## src/rtl/core/dsfr_pkg.sv

```systemverilog
// Shared types and constants of the STX/ETX/DLE frame receiver.
// No dependencies; used by dsfr_crc_byte and dle_stuffed_frame_receiver_unit.
package dsfr_pkg;

  localparam int unsigned ByteW  = 8;
  localparam int unsigned CrcW   = 16;
  localparam int unsigned IdxW   = 7;
  localparam int unsigned KindW  = 2;
  localparam int unsigned CfgIdxW = 2;

  // Line control characters
  localparam logic [ByteW-1:0] ChStx = 8'h02;
  localparam logic [ByteW-1:0] ChEtx = 8'h03;
  localparam logic [ByteW-1:0] ChDle = 8'h10;

  // Register map
  localparam logic [CfgIdxW-1:0] CfgCrcPoly = 2'd0;
  localparam logic [CfgIdxW-1:0] CfgCrcInit = 2'd1;

  localparam logic [CrcW-1:0] CrcPolyReset = 16'h1021;
  localparam logic [CrcW-1:0] CrcInitReset = 16'hFFFF;

  typedef enum logic [1:0] {
    StWait   = 2'd0,
    StFresh  = 2'd1,
    StUnmask = 2'd2,
    StSave   = 2'd3
  } parse_state_e;

  typedef enum logic [KindW-1:0] {
    KindData   = 2'd0,
    KindGood   = 2'd1,
    KindCrcErr = 2'd2,
    KindOvf    = 2'd3
  } kind_e;

endpackage

```

## src/rtl/core/dsfr_crc_byte.sv

```systemverilog
// One-byte MSB-first CRC-16 update with a programmable polynomial.
// Depends on dsfr_pkg for widths.
module dsfr_crc_byte (
  input  logic [dsfr_pkg::CrcW-1:0]  poly_i,
  input  logic [dsfr_pkg::CrcW-1:0]  crc_i,
  input  logic [dsfr_pkg::ByteW-1:0] byte_i,
  output logic [dsfr_pkg::CrcW-1:0]  crc_o
);

  always_comb begin
    logic [dsfr_pkg::CrcW-1:0] c;
    c = crc_i ^ {byte_i, {(dsfr_pkg::CrcW - dsfr_pkg::ByteW){1'b0}}};
    for (int i = 0; i < dsfr_pkg::ByteW; i++) begin
      if (c[dsfr_pkg::CrcW-1]) begin
        c = {c[dsfr_pkg::CrcW-2:0], 1'b0} ^ poly_i;
      end else begin
        c = {c[dsfr_pkg::CrcW-2:0], 1'b0};
      end
    end
    crc_o = c;
  end

endmodule

```

## src/rtl/core/dle_stuffed_frame_receiver_unit.sv

```systemverilog
// STX/ETX deframer with DLE unstuffing, frame length count and CRC-16 check.
// Depends on dsfr_pkg and dsfr_crc_byte.
//
// The receiver takes one line byte per clock while not stalled and, when the
// byte produces a result, presents it on the output stream in the cycle after
// acceptance. Input and output are parted by a single result register, so a
// new byte is taken in every cycle in which that register is empty or being
// drained; the path that sets the clock is the eight-step CRC fold of one byte.
// Each payload byte comes out with its position; ETX after payload gives a
// good or CRC-error item with the command byte and the length. Once a frame
// exceeds MAX_FRAME payload bytes, one overflow item is sent and all further
// bytes are discarded until reset. Write the CRC registers only while the
// block is idle; a new initial value applies from the next STX.
module dle_stuffed_frame_receiver_unit #(
  parameter int unsigned MAX_FRAME = 64
) (
  input  logic        clk_i,
  input  logic        rst_ni,
  // Configuration write channel
  input  logic                          cfg_valid_i,
  output logic                          cfg_ready_o,
  input  logic [dsfr_pkg::CfgIdxW-1:0]  cfg_index_i,
  input  logic [dsfr_pkg::CrcW-1:0]     cfg_data_i,
  // Received line bytes
  input  logic        s_axis_tvalid,
  output logic        s_axis_tready,
  input  logic [7:0]  s_axis_tdata,   // [7:0] rx_byte
  input  logic        s_axis_tuser,   // [0] source_error
  // Results
  output logic        m_axis_tvalid,
  input  logic        m_axis_tready,
  output logic [15:0] m_axis_tdata,   // [7:0] data_byte, [14:8] byte_index, [15] zero
  output logic [1:0]  m_axis_tuser    // [1:0] kind
);

  localparam int unsigned CntW = $clog2(MAX_FRAME + 1);
  localparam logic [CntW-1:0] CntMax = CntW'(MAX_FRAME);

  logic [dsfr_pkg::CrcW-1:0] poly_q, init_q;

  dsfr_pkg::parse_state_e    state_q, state_d;
  logic [CntW-1:0]           cnt_q, cnt_d;
  logic [dsfr_pkg::CrcW-1:0] crc_q, crc_d;
  logic [dsfr_pkg::ByteW-1:0] cmd_q, cmd_d;
  logic                      ovf_q, ovf_d;

  logic                       out_valid_q;
  dsfr_pkg::kind_e            out_kind_q, emit_kind;
  logic [dsfr_pkg::ByteW-1:0] out_data_q, emit_data;
  logic [dsfr_pkg::IdxW-1:0]  out_idx_q, emit_idx;
  logic                       emit;

  logic                       accept, do_store;
  logic [dsfr_pkg::ByteW-1:0] rx_byte;
  logic [CntW-1:0]            pos;
  logic [dsfr_pkg::CrcW-1:0]  crc_base, crc_fold;

  assign cfg_ready_o   = 1'b1;
  assign s_axis_tready = !out_valid_q || m_axis_tready;
  assign accept        = s_axis_tvalid && s_axis_tready;
  assign rx_byte       = s_axis_tdata;

  // Just after STX the frame restarts, so store from cleared values
  assign pos      = (state_q == dsfr_pkg::StFresh) ? '0 : cnt_q;
  assign crc_base = (state_q == dsfr_pkg::StFresh) ? init_q : crc_q;

  dsfr_crc_byte u_crc (
    .poly_i (poly_q),
    .crc_i  (crc_base),
    .byte_i (rx_byte),
    .crc_o  (crc_fold)
  );

  always_ff @(posedge clk_i or negedge rst_ni) begin
    if (!rst_ni) begin
      poly_q <= dsfr_pkg::CrcPolyReset;
      init_q <= dsfr_pkg::CrcInitReset;
    end else if (cfg_valid_i) begin
      unique case (cfg_index_i)
        dsfr_pkg::CfgCrcPoly: poly_q <= cfg_data_i;
        dsfr_pkg::CfgCrcInit: init_q <= cfg_data_i;
        default: ;
      endcase
    end
  end

  always_comb begin
    state_d   = state_q;
    cnt_d     = cnt_q;
    crc_d     = crc_q;
    cmd_d     = cmd_q;
    ovf_d     = ovf_q;
    emit      = 1'b0;
    emit_kind = dsfr_pkg::KindData;
    emit_data = rx_byte;
    emit_idx  = dsfr_pkg::IdxW'(pos);
    do_store  = 1'b0;

    if (accept && !ovf_q) begin
      if (s_axis_tuser) begin
        // Drop the frame
        state_d = dsfr_pkg::StWait;
        cnt_d   = '0;
        crc_d   = init_q;
        cmd_d   = '0;
      end else begin
        unique case (state_q)
          dsfr_pkg::StWait: begin
            if (rx_byte == dsfr_pkg::ChStx) state_d = dsfr_pkg::StFresh;
          end
          dsfr_pkg::StFresh: begin
            cnt_d = '0;
            crc_d = init_q;
            cmd_d = '0;
            if (rx_byte == dsfr_pkg::ChStx) begin
              state_d = dsfr_pkg::StFresh;
            end else if (rx_byte == dsfr_pkg::ChEtx) begin
              state_d = dsfr_pkg::StWait;
            end else if (rx_byte == dsfr_pkg::ChDle) begin
              state_d = dsfr_pkg::StUnmask;
            end else begin
              state_d  = dsfr_pkg::StSave;
              do_store = 1'b1;
            end
          end
          dsfr_pkg::StUnmask: begin
            state_d  = dsfr_pkg::StSave;
            do_store = 1'b1;
          end
          dsfr_pkg::StSave: begin
            if (rx_byte == dsfr_pkg::ChDle) begin
              state_d = dsfr_pkg::StUnmask;
            end else if (rx_byte == dsfr_pkg::ChStx) begin
              state_d = dsfr_pkg::StFresh;
            end else if (rx_byte == dsfr_pkg::ChEtx) begin
              state_d   = dsfr_pkg::StWait;
              emit      = 1'b1;
              emit_kind = (crc_q == '0) ? dsfr_pkg::KindGood : dsfr_pkg::KindCrcErr;
              emit_data = cmd_q;
              emit_idx  = dsfr_pkg::IdxW'(cnt_q);
            end else begin
              do_store = 1'b1;
            end
          end
          default: state_d = dsfr_pkg::StWait;
        endcase
      end
    end

    if (do_store) begin
      emit = 1'b1;
      if (pos >= CntMax) begin
        // Frame too long: report once, then go deaf until reset
        ovf_d     = 1'b1;
        emit_kind = dsfr_pkg::KindOvf;
      end else begin
        if (pos == CntW'(1)) cmd_d = rx_byte;
        cnt_d = pos + CntW'(1);
        crc_d = crc_fold;
      end
    end
  end

  always_ff @(posedge clk_i or negedge rst_ni) begin
    if (!rst_ni) begin
      state_q <= dsfr_pkg::StWait;
      cnt_q   <= '0;
      crc_q   <= dsfr_pkg::CrcInitReset;
      cmd_q   <= '0;
      ovf_q   <= 1'b0;
    end else begin
      state_q <= state_d;
      cnt_q   <= cnt_d;
      crc_q   <= crc_d;
      cmd_q   <= cmd_d;
      ovf_q   <= ovf_d;
    end
  end

  always_ff @(posedge clk_i or negedge rst_ni) begin
    if (!rst_ni) begin
      out_valid_q <= 1'b0;
    end else if (emit) begin
      out_valid_q <= 1'b1;
    end else if (m_axis_tready) begin
      out_valid_q <= 1'b0;
    end
  end

  always_ff @(posedge clk_i) begin
    if (emit) begin
      out_kind_q <= emit_kind;
      out_data_q <= emit_data;
      out_idx_q  <= emit_idx;
    end
  end

  assign m_axis_tvalid = out_valid_q;
  assign m_axis_tuser  = out_kind_q;
  assign m_axis_tdata  = {1'b0, out_idx_q, out_data_q};

  // Overflow is sticky until reset
  a_ovf_sticky: assert property (@(posedge clk_i) disable iff (!rst_ni)
    ovf_q |=> ovf_q)
    else $error("overflow flag cleared without reset");

  a_cnt_bound: assert property (@(posedge clk_i) disable iff (!rst_ni)
    cnt_q <= CntMax)
    else $error("byte count past maximum frame length");

  a_ovf_item: assert property (@(posedge clk_i) disable iff (!rst_ni)
    (m_axis_tvalid && m_axis_tuser == dsfr_pkg::KindOvf) |-> ovf_q)
    else $error("overflow item without overflow flag");

  a_no_item_after_ovf: assert property (@(posedge clk_i) disable iff (!rst_ni)
    (ovf_q && m_axis_tvalid && m_axis_tready) |=> !m_axis_tvalid)
    else $error("item produced after overflow");

endmodule

```

## config.mk

```make
export PLATFORM = sky130hd
export DESIGN_NAME = dle_stuffed_frame_receiver_unit
export DESIGN_NICKNAME = d
export VERILOG_FILES = /design/src/rtl/core/dsfr_pkg.sv /design/src/rtl/core/dsfr_crc_byte.sv /design/src/rtl/core/dle_stuffed_frame_receiver_unit.sv
export SDC_FILE = /design/constraint.sdc
export NUM_CORES = 1
export LEC_CHECK = 0
export BUFFER_PORTS_ARGS = -buffer_cell sky130_fd_sc_hd__buf_2
export CAP_MARGIN = 5
export CORE_MARGIN = 2
export CORE_UTILIZATION = 61
export CTS_CLUSTER_DIAMETER = 50
export DETAILED_ROUTE_END_ITERATION = 10
export PLACE_DENSITY_LB_ADDON = 0.05
export SYNTH_ARGS = -nofsm -noshare
export SYNTH_HDL_FRONTEND = slang
export SYNTH_SLANG_ARGS = --single-unit
```

## constraint.sdc

```tcl
create_clock -name clk_i -period 12.9 [get_ports clk_i]
set_clock_uncertainty 0.1 [all_clocks]
set_input_delay 0 -clock clk_i [delete_from_list [all_inputs] [get_ports clk_i]]
set_output_delay 0 -clock clk_i [all_outputs]
set_load 0.05 [all_outputs]
```

**Yosys cells after proc, flatten, opt, wreduce, memory -nomap -nowiden**

Index checks and enable logic that the tools add are counted.

- Bits in registers: 84
- Output and inout port bits: 21
- Logic and storage cells: 117

- $add $sub $neg: 1
- $lt $le $gt $ge: 1
- Equal/unequal tests: 10
- Muxes and demuxes: 72
- Bitwise logic cells: 9
- Reductions and logical operators: 13

Operators by type and width:

| kind | count |
|---|---|
| 16-bit 2-to-1 mux | 13 |
| 16-bit XOR | 9 |
| 8-bit 2-to-1 mux | 12 |
| 7-bit 2-to-1 mux | 11 |
| 2-bit 2-to-1 mux | 16 |
| 1-bit 2-to-1 mux | 18 |
| 8-bit by 2-bit equality test with 1-bit output (second input constant) | 2 |
| 16-bit zero test | 1 |
| 8-bit by 5-bit equality test with 1-bit output (second input constant) | 1 |
| 2-bit case mux with 4 select lines | 1 |
| 7-bit by 1-bit adder with 7-bit output (second input constant) | 1 |
| 7-bit by 1-bit equality test with 1-bit output (second input constant) | 1 |
| 7-bit greater-or-equal comparator (second input constant) | 1 |
| 2-bit AND reduction | 3 |
| 5-bit != test (second input constant) | 1 |
| 2-bit by 1-bit equality test with 1-bit output (second input constant) | 2 |
| 2-bit equality test (second input constant) | 2 |
| 2-bit zero test | 2 |
| 3-bit != test (second input constant) | 1 |
| 1-bit case mux with 3 select lines | 1 |
| 3-bit AND reduction | 1 |
| 1-bit logical AND | 2 |
| 1-bit zero test | 2 |
| 2-bit nonzero test | 1 |
| 1-bit logical OR | 1 |

**Depth between registers and ports, before layout**

- Depth after elaboration: 21
- Mapped depth: 19
- Gate-level depth less buffers: 13

**By module**

A second synthesis with hierarchy kept.

- Cells, all modules: 751
- Area total of the unflattened synthesis: 6835.3 um^2

By module, submodules not included:

| module | times used | cells an instance | area each (um^2) |
|---|---|---|---|
| dle_stuffed_frame_receiver_unit | 1 | 368 | 3937.5 |
| dsfr_crc_byte | 1 | 383 | 2897.8 |

**Worst setup path after synthesis**

OpenSTA, ideal clock, no wires.

- Path type: reg-to-reg
- From: register state_q[1]
- To: register crc_q[3] (netlist bit)
- Setup time: 0.098 ns
- Data arrival time: 4.215 ns
- Data required time: 12.702 ns
- Path slack: 8.488 ns
- Cell stages (with the launch flop): 18
- Buffers on the path: 4
- Clock period less this slack: 4.412 ns
- Cell sequence: dfrtp_1 > and2b_1 > buf_6 > a21oi_2 > or2_1 > buf_2 > a31o_1 > or4_1 > buf_2 > and2_4 > xnor3_1 > or2b_2 > xnor2_4 > nand2_1 > xnor3_2 > buf_6 > a2111oi_2 > a211oi_1

- Word-level cells in the longest chain between the ends: 20
- Elaborated cells on any way between the ends: 30
- Classes of those cells: 1 x order compare; 3 x eq/ne; 17 x mux; 9 x bitwise

Ends and longest elaborated chain:

| item | line | source |
|---|---|---|
| start: declaration | dle_stuffed_frame_receiver_unit.sv:41 | `dsfr_pkg::parse_state_e state_q, state_d;` |
| start signal: assignment | dle_stuffed_frame_receiver_unit.sv:166 | `state_q <= dsfr_pkg::StWait;` |
| start signal: assignment | dle_stuffed_frame_receiver_unit.sv:172 | `state_q <= state_d;` |
| 2-bit by 1-bit equality test with 1-bit output | dle_stuffed_frame_receiver_unit.sv:64, dle_stuffed_frame_receiver_unit.sv:65, dle_stuffed_frame_receiver_unit.sv:107 |  |
| 16-bit 2-to-1 mux | dle_stuffed_frame_receiver_unit.sv:65, dle_stuffed_frame_receiver_unit.sv:107 |  |
| 16-bit XOR | dsfr_crc_byte.sv:12 | `c = crc_i ^ {byte_i, {(dsfr_pkg::CrcW - dsfr_pkg::ByteW){1'b0}}};` |
| 16-bit XOR | dsfr_crc_byte.sv:15 | `c = {c[dsfr_pkg::CrcW-2:0], 1'b0} ^ poly_i;` |
| 16-bit 2-to-1 mux | dsfr_crc_byte.sv:14 | `if (c[dsfr_pkg::CrcW-1]) begin` |
| 16-bit XOR | dsfr_crc_byte.sv:15 |  |
| 16-bit 2-to-1 mux | dsfr_crc_byte.sv:14 |  |
| 16-bit XOR | dsfr_crc_byte.sv:15 |  |
| [5 not listed] | - |  |
| 16-bit 2-to-1 mux or 16-bit XOR (tied branches) | dsfr_crc_byte.sv:14, dsfr_crc_byte.sv:15 |  |
| 16-bit XOR or 16-bit 2-to-1 mux (tied branches) | dsfr_crc_byte.sv:15, dsfr_crc_byte.sv:14 |  |
| 16-bit 2-to-1 mux or 16-bit XOR (tied branches) | dsfr_crc_byte.sv:14, dsfr_crc_byte.sv:15 |  |
| 16-bit XOR or 16-bit 2-to-1 mux (tied branches) | dsfr_crc_byte.sv:15, dsfr_crc_byte.sv:14 |  |
| 16-bit 2-to-1 mux | dsfr_crc_byte.sv:14 |  |
| 16-bit 2-to-1 mux | dle_stuffed_frame_receiver_unit.sv:152 | `if (pos >= CntMax) begin` |
| 16-bit 2-to-1 mux * | dle_stuffed_frame_receiver_unit.sv:150 | `if (do_store) begin` |
| via crc_d, one bit | dle_stuffed_frame_receiver_unit.sv:43 | `logic [dsfr_pkg::CrcW-1:0] crc_q, crc_d;` |
| end signal: assignment | dle_stuffed_frame_receiver_unit.sv:168 | `crc_q <= dsfr_pkg::CrcInitReset;` |
| end signal: assignment | dle_stuffed_frame_receiver_unit.sv:174 | `crc_q <= crc_d;` |
| end: declaration | dle_stuffed_frame_receiver_unit.sv:43 |  |

Mark *: on every way through the listed nets, which the timed path passes. The rest lies on a longest branch.
A chain may end at the register's enable or synchronous reset.

**Final worst setup path**

- From: register state_q[0]
- To: register crc_q[15] (netlist bit)

- Word-level cells in the longest chain between the ends: 21
- Elaborated cells on any way between the ends: 30
- Classes of those cells: 1 x order compare; 3 x eq/ne; 17 x mux; 9 x bitwise

Ends and longest elaborated chain:

| item | line |
|---|---|
| 2-bit by 1-bit equality test with 1-bit output | dle_stuffed_frame_receiver_unit.sv:64, dle_stuffed_frame_receiver_unit.sv:65, dle_stuffed_frame_receiver_unit.sv:107 |
| 16-bit 2-to-1 mux | dle_stuffed_frame_receiver_unit.sv:65, dle_stuffed_frame_receiver_unit.sv:107 |
| 16-bit XOR | dsfr_crc_byte.sv:12 |
| 16-bit XOR | dsfr_crc_byte.sv:15 |
| 16-bit 2-to-1 mux | dsfr_crc_byte.sv:14 |
| 16-bit XOR | dsfr_crc_byte.sv:15 |
| 16-bit 2-to-1 mux | dsfr_crc_byte.sv:14 |
| 16-bit XOR | dsfr_crc_byte.sv:15 |
| [6 not listed] | - |
| 16-bit 2-to-1 mux | dsfr_crc_byte.sv:14 |
| 16-bit XOR | dsfr_crc_byte.sv:15 |
| 16-bit 2-to-1 mux | dsfr_crc_byte.sv:14 |
| 16-bit XOR | dsfr_crc_byte.sv:15 |
| 16-bit 2-to-1 mux | dsfr_crc_byte.sv:14 |
| 16-bit 2-to-1 mux | dle_stuffed_frame_receiver_unit.sv:152 |
| 16-bit 2-to-1 mux * | dle_stuffed_frame_receiver_unit.sv:150 |
| via crc_d, one bit | dle_stuffed_frame_receiver_unit.sv:43 |

Marked as above.

==> results.py <==
metrics = {
    "layout": {
        "drive_above_1_share_pct": 23.89,
        "seqCellArea_sq_um": 2231,
        "area_growth_pct": 10.47,
        "fillers": 809,
        "fin_nets": 749,
        "multiInputGateArea_sq_um": 4019,
        "fin_area_sq_um": 7248,
        "diodes": 0,
    },
    "clocking": {
        "clk_pin_slew_worst_paths_ns": 0.10,
        "cts-resized-gates": 0,
        "cts.sinks": 84,
        "postCtsSetupRepairBufs": 0,
        "clockBufferDepth": 2,
        "worst_skew_pair.late_latency_ns": 0.38,
        "clockRootBuffer": "clkbuf_8",
        "cts_tree": "built",
        "cts_made_buffers": 9,
        "htree_levels": 3,
    },
    "setup_path": {
        "max_stage_delay_ns": 0.88,
        "worstReg2RegEnd": "crc_q[15]",
        "r2r_cells": 13,
        "cp_data_arrival_time_ns": 6.43,
        "endpoint_kind": "flop",
        "worstSetupStartpointType": "flop",
        "crit_buf_inv": 0,
        "worst-setup-path-type": "reg -> reg",
        "startpoint": "state_q[0]",
        "r2r_slack_ns": 6.67,
        "crit_family": "simple AND/OR/NAND/NOR gates",
        "cp_max_fo": 31,
        "cp_cell_sequence": "and2b_1 > a21oi_2 > or2_1 > a31o_1 > or4_1 > and2_4 > xnor3_1 > or2b_2 > xnor2_4 > nand2_1 > xnor3_2 > a2111oi_0 > a211oi_1",
        "critPathSlowestCell": "xnor3_2",
        "r2r-start": "state_q[0]",
        "worst_ep_required_time_ns": 13.10,
    },
    "synth": {
        "async_reset_ff_share_pct": 79.76,
        "synth_nets": 714,
        "ys_warn_count": 0,
        "synth-main-ff-cell": "dfstp_2",
        "synth.cell_area_sq_um": 6561,
        "yosys_register_bits": 84,
        "synthTopCellsByArea": "dfstp_2 (14%), dfrtp_1 (12%), edfxtp_1 (7.8%), xnor2_1 (5.5%), mux2_2 (5.3%)",
        "synth_top_area_cell": "dfstp_2",
        "ys_top_cells_by_count": "nand2_1 (65), clkbuf_1 (43), xnor2_1 (41), dfstp_2 (35)",
        "synth.most_common_cell": "nand2_1",
        "yosysUniqueCellTypes": 80,
        "syn_area_per_cell_sq_um": 9.649,
        "synth-edff-count": 17,
        "seq_area_frac_synth_pct": 34.00,
        "synthCells": 680,
        "synth_top_area_share_pct": 14.02,
    },
    "global_routing": {
        "grt_pass1_wl_microns": 26770,
        "grt_pass1_vias": 5284,
        "antenna_found_initial": 0,
        "gr-total-overflow": 0,
        "grt_max_degree": 68,
        "grt_usage_pct": 29.96,
    },
    "routing": {
        "drt_wl_total_microns": 16530,
        "vias_per_cell": 6.540,
        "ant_nets": 0,
        "drt-initial-drc-count": 336,
        "wl_per_cell_microns": 19.31,
        "firstDrtPassIters": 7,
        "drc": 0,
        "detailroute.via_count": 5598,
    },
    "timing": {
        "relSlewSlack_pct": 27.07,
        "rsz0062_at_grt": "false",
        "setup_tns_ns": 0,
        "worst_pin_slew_ns": 1.091,
        "fmax_ghz": 0.1605,
        "period_minus_slack_ns": 6.229,
        "final_max_slew_viol_count": 0,
        "period_share_pct": 48.29,
        "hold_viol_final": 0,
        "setup-violations-final": 0,
    },
    "floorplan": {
        "fp.dieH_microns": 107.7,
        "start_util_pct": 63.27,
        "die_w_microns": 107.7,
        "dieArea_sq_um": 11600,
        "rows": 37,
        "io_pins": 53,
        "fp.coreArea_sq_um": 10370,
    },
    "place": {
        "numPortBuffers": 50,
        "dpl-instance-area_sq_um": 6753,
        "gp_congestion": 0.8786,
        "dp_hpwl_microns": 10990,
    },
    "worst_hold_path": {
        "hold-path-endpoint": "poly_q[14]",
        "hold_path_depth": 4,
        "worstHoldStart": "cfg_index_i[1]",
        "hp-class": "in -> reg",
    },
    "flow_run": {
        "maxCapViolCount": 0,
    },
    "run_status": {
        "status": "finished, final reports clean",
    },
}
==> kinds of logic after synthesis <==
kind of cell,after synthesis,synth area share [%]
other cells,2,0.1145
buf+inv,70,4.882
xor+xnor,60,9.153
compound gates,196,24.28
flops,84,34.00
simple gates,203,16.93
fa+ha+maj,2,0.3813
mux,63,10.26
==> state kept, by name, summed over array words and instances, names as in the netlist <==
register	cells
m_axis_tvalid	1
out_data_q	8
crc_q	16
m_axis_tuser	2
cnt_q	7
state_q	2
cmd_q	8
ovf_q	1
poly_q	16
init_q	16
out_idx_q	7
==> layout make-up <==
| cell class | instances | share of cell area, % |
|---|---|---|
| inverter | 6 | 0.3107 |
| tap | 136 | 2.348 |
| clock buffer | 13 | 2.054 |
| sequential | 84 | 30.78 |
| timing repair buffer | 88 | 8.424 |
| clock inverter | 3 | 0.6387 |
| multi-input combinational | 526 | 55.45 |
==> how the worst max path moves through the flow <==
stage,to,cells after the start
3_3_place_gp,crc_q[15],13
6_report,crc_q[15],13
5_1_grt,crc_q[15],13
3_5_place_dp,crc_q[15],13
4_1_cts,crc_q[15],13
2_1_floorplan,crc_q[3],17
==> repair_timing <==
item | 4_1_cts | 5_1_grt
setup endpoints to repair | 0 | 0
hold endpoints to repair | 83 | 0
hold buffers | 30 | 0
==> per-layer routing <==
layer / track usage, % / share of wire [%] / wire length [microns]
met5: 0 / 0 / 0
met4: 14.19 / 2.9 / 478
met3: 3.935 / 4.7 / 780
met2: 48.79 / 48 / 7865
met1: 39.52 / 45 / 7407
==> metrics by stage <==
stage,instances,hold slack (ns),utilization (%),setup slack [ns]
after floorplan,680,-0.3956,-,8.488
after global placement,810,0.1275,65.12,6.922
after detailed placement,810,0.1411,65.12,6.757
after CTS,856,0.04848,69.90,6.709
after global routing,856,0.09268,69.90,6.289
final,856,0.06328,69.90,6.671
==> cells in the final DEF (no fill, tap or decap), types with 12 or more instances in the layout <==
master and n:
a2111oi_2 12, a211oi_1 19, a21oi_1 13, a31oi_1 13, and4_1 24, buf_2 50, dfrtp_1 32, dfstp_2 35
dlygate4sd3_1 30, edfxtp_1 17, mux2_2 31, mux2i_1 31, nand2_1 65, nand3_1 32, nor2_1 18, o2111a_1 16
o211ai_1 14, o21ai_0 30, xnor2_1 41, xor2_1 14
==> worst min-delay path, delay by kind of cell <==
| family | cells | cell delay [ns] |
|---|---|---|
| compound gates | 1 | 0.16 |
| buf+inv | 2 | 0.31 |
| simple gates | 1 | 0.04 |
Power is left out: the tool's default activity adds up to more than one toggle a clock period on the data nets, which glitch-free logic cannot reach.
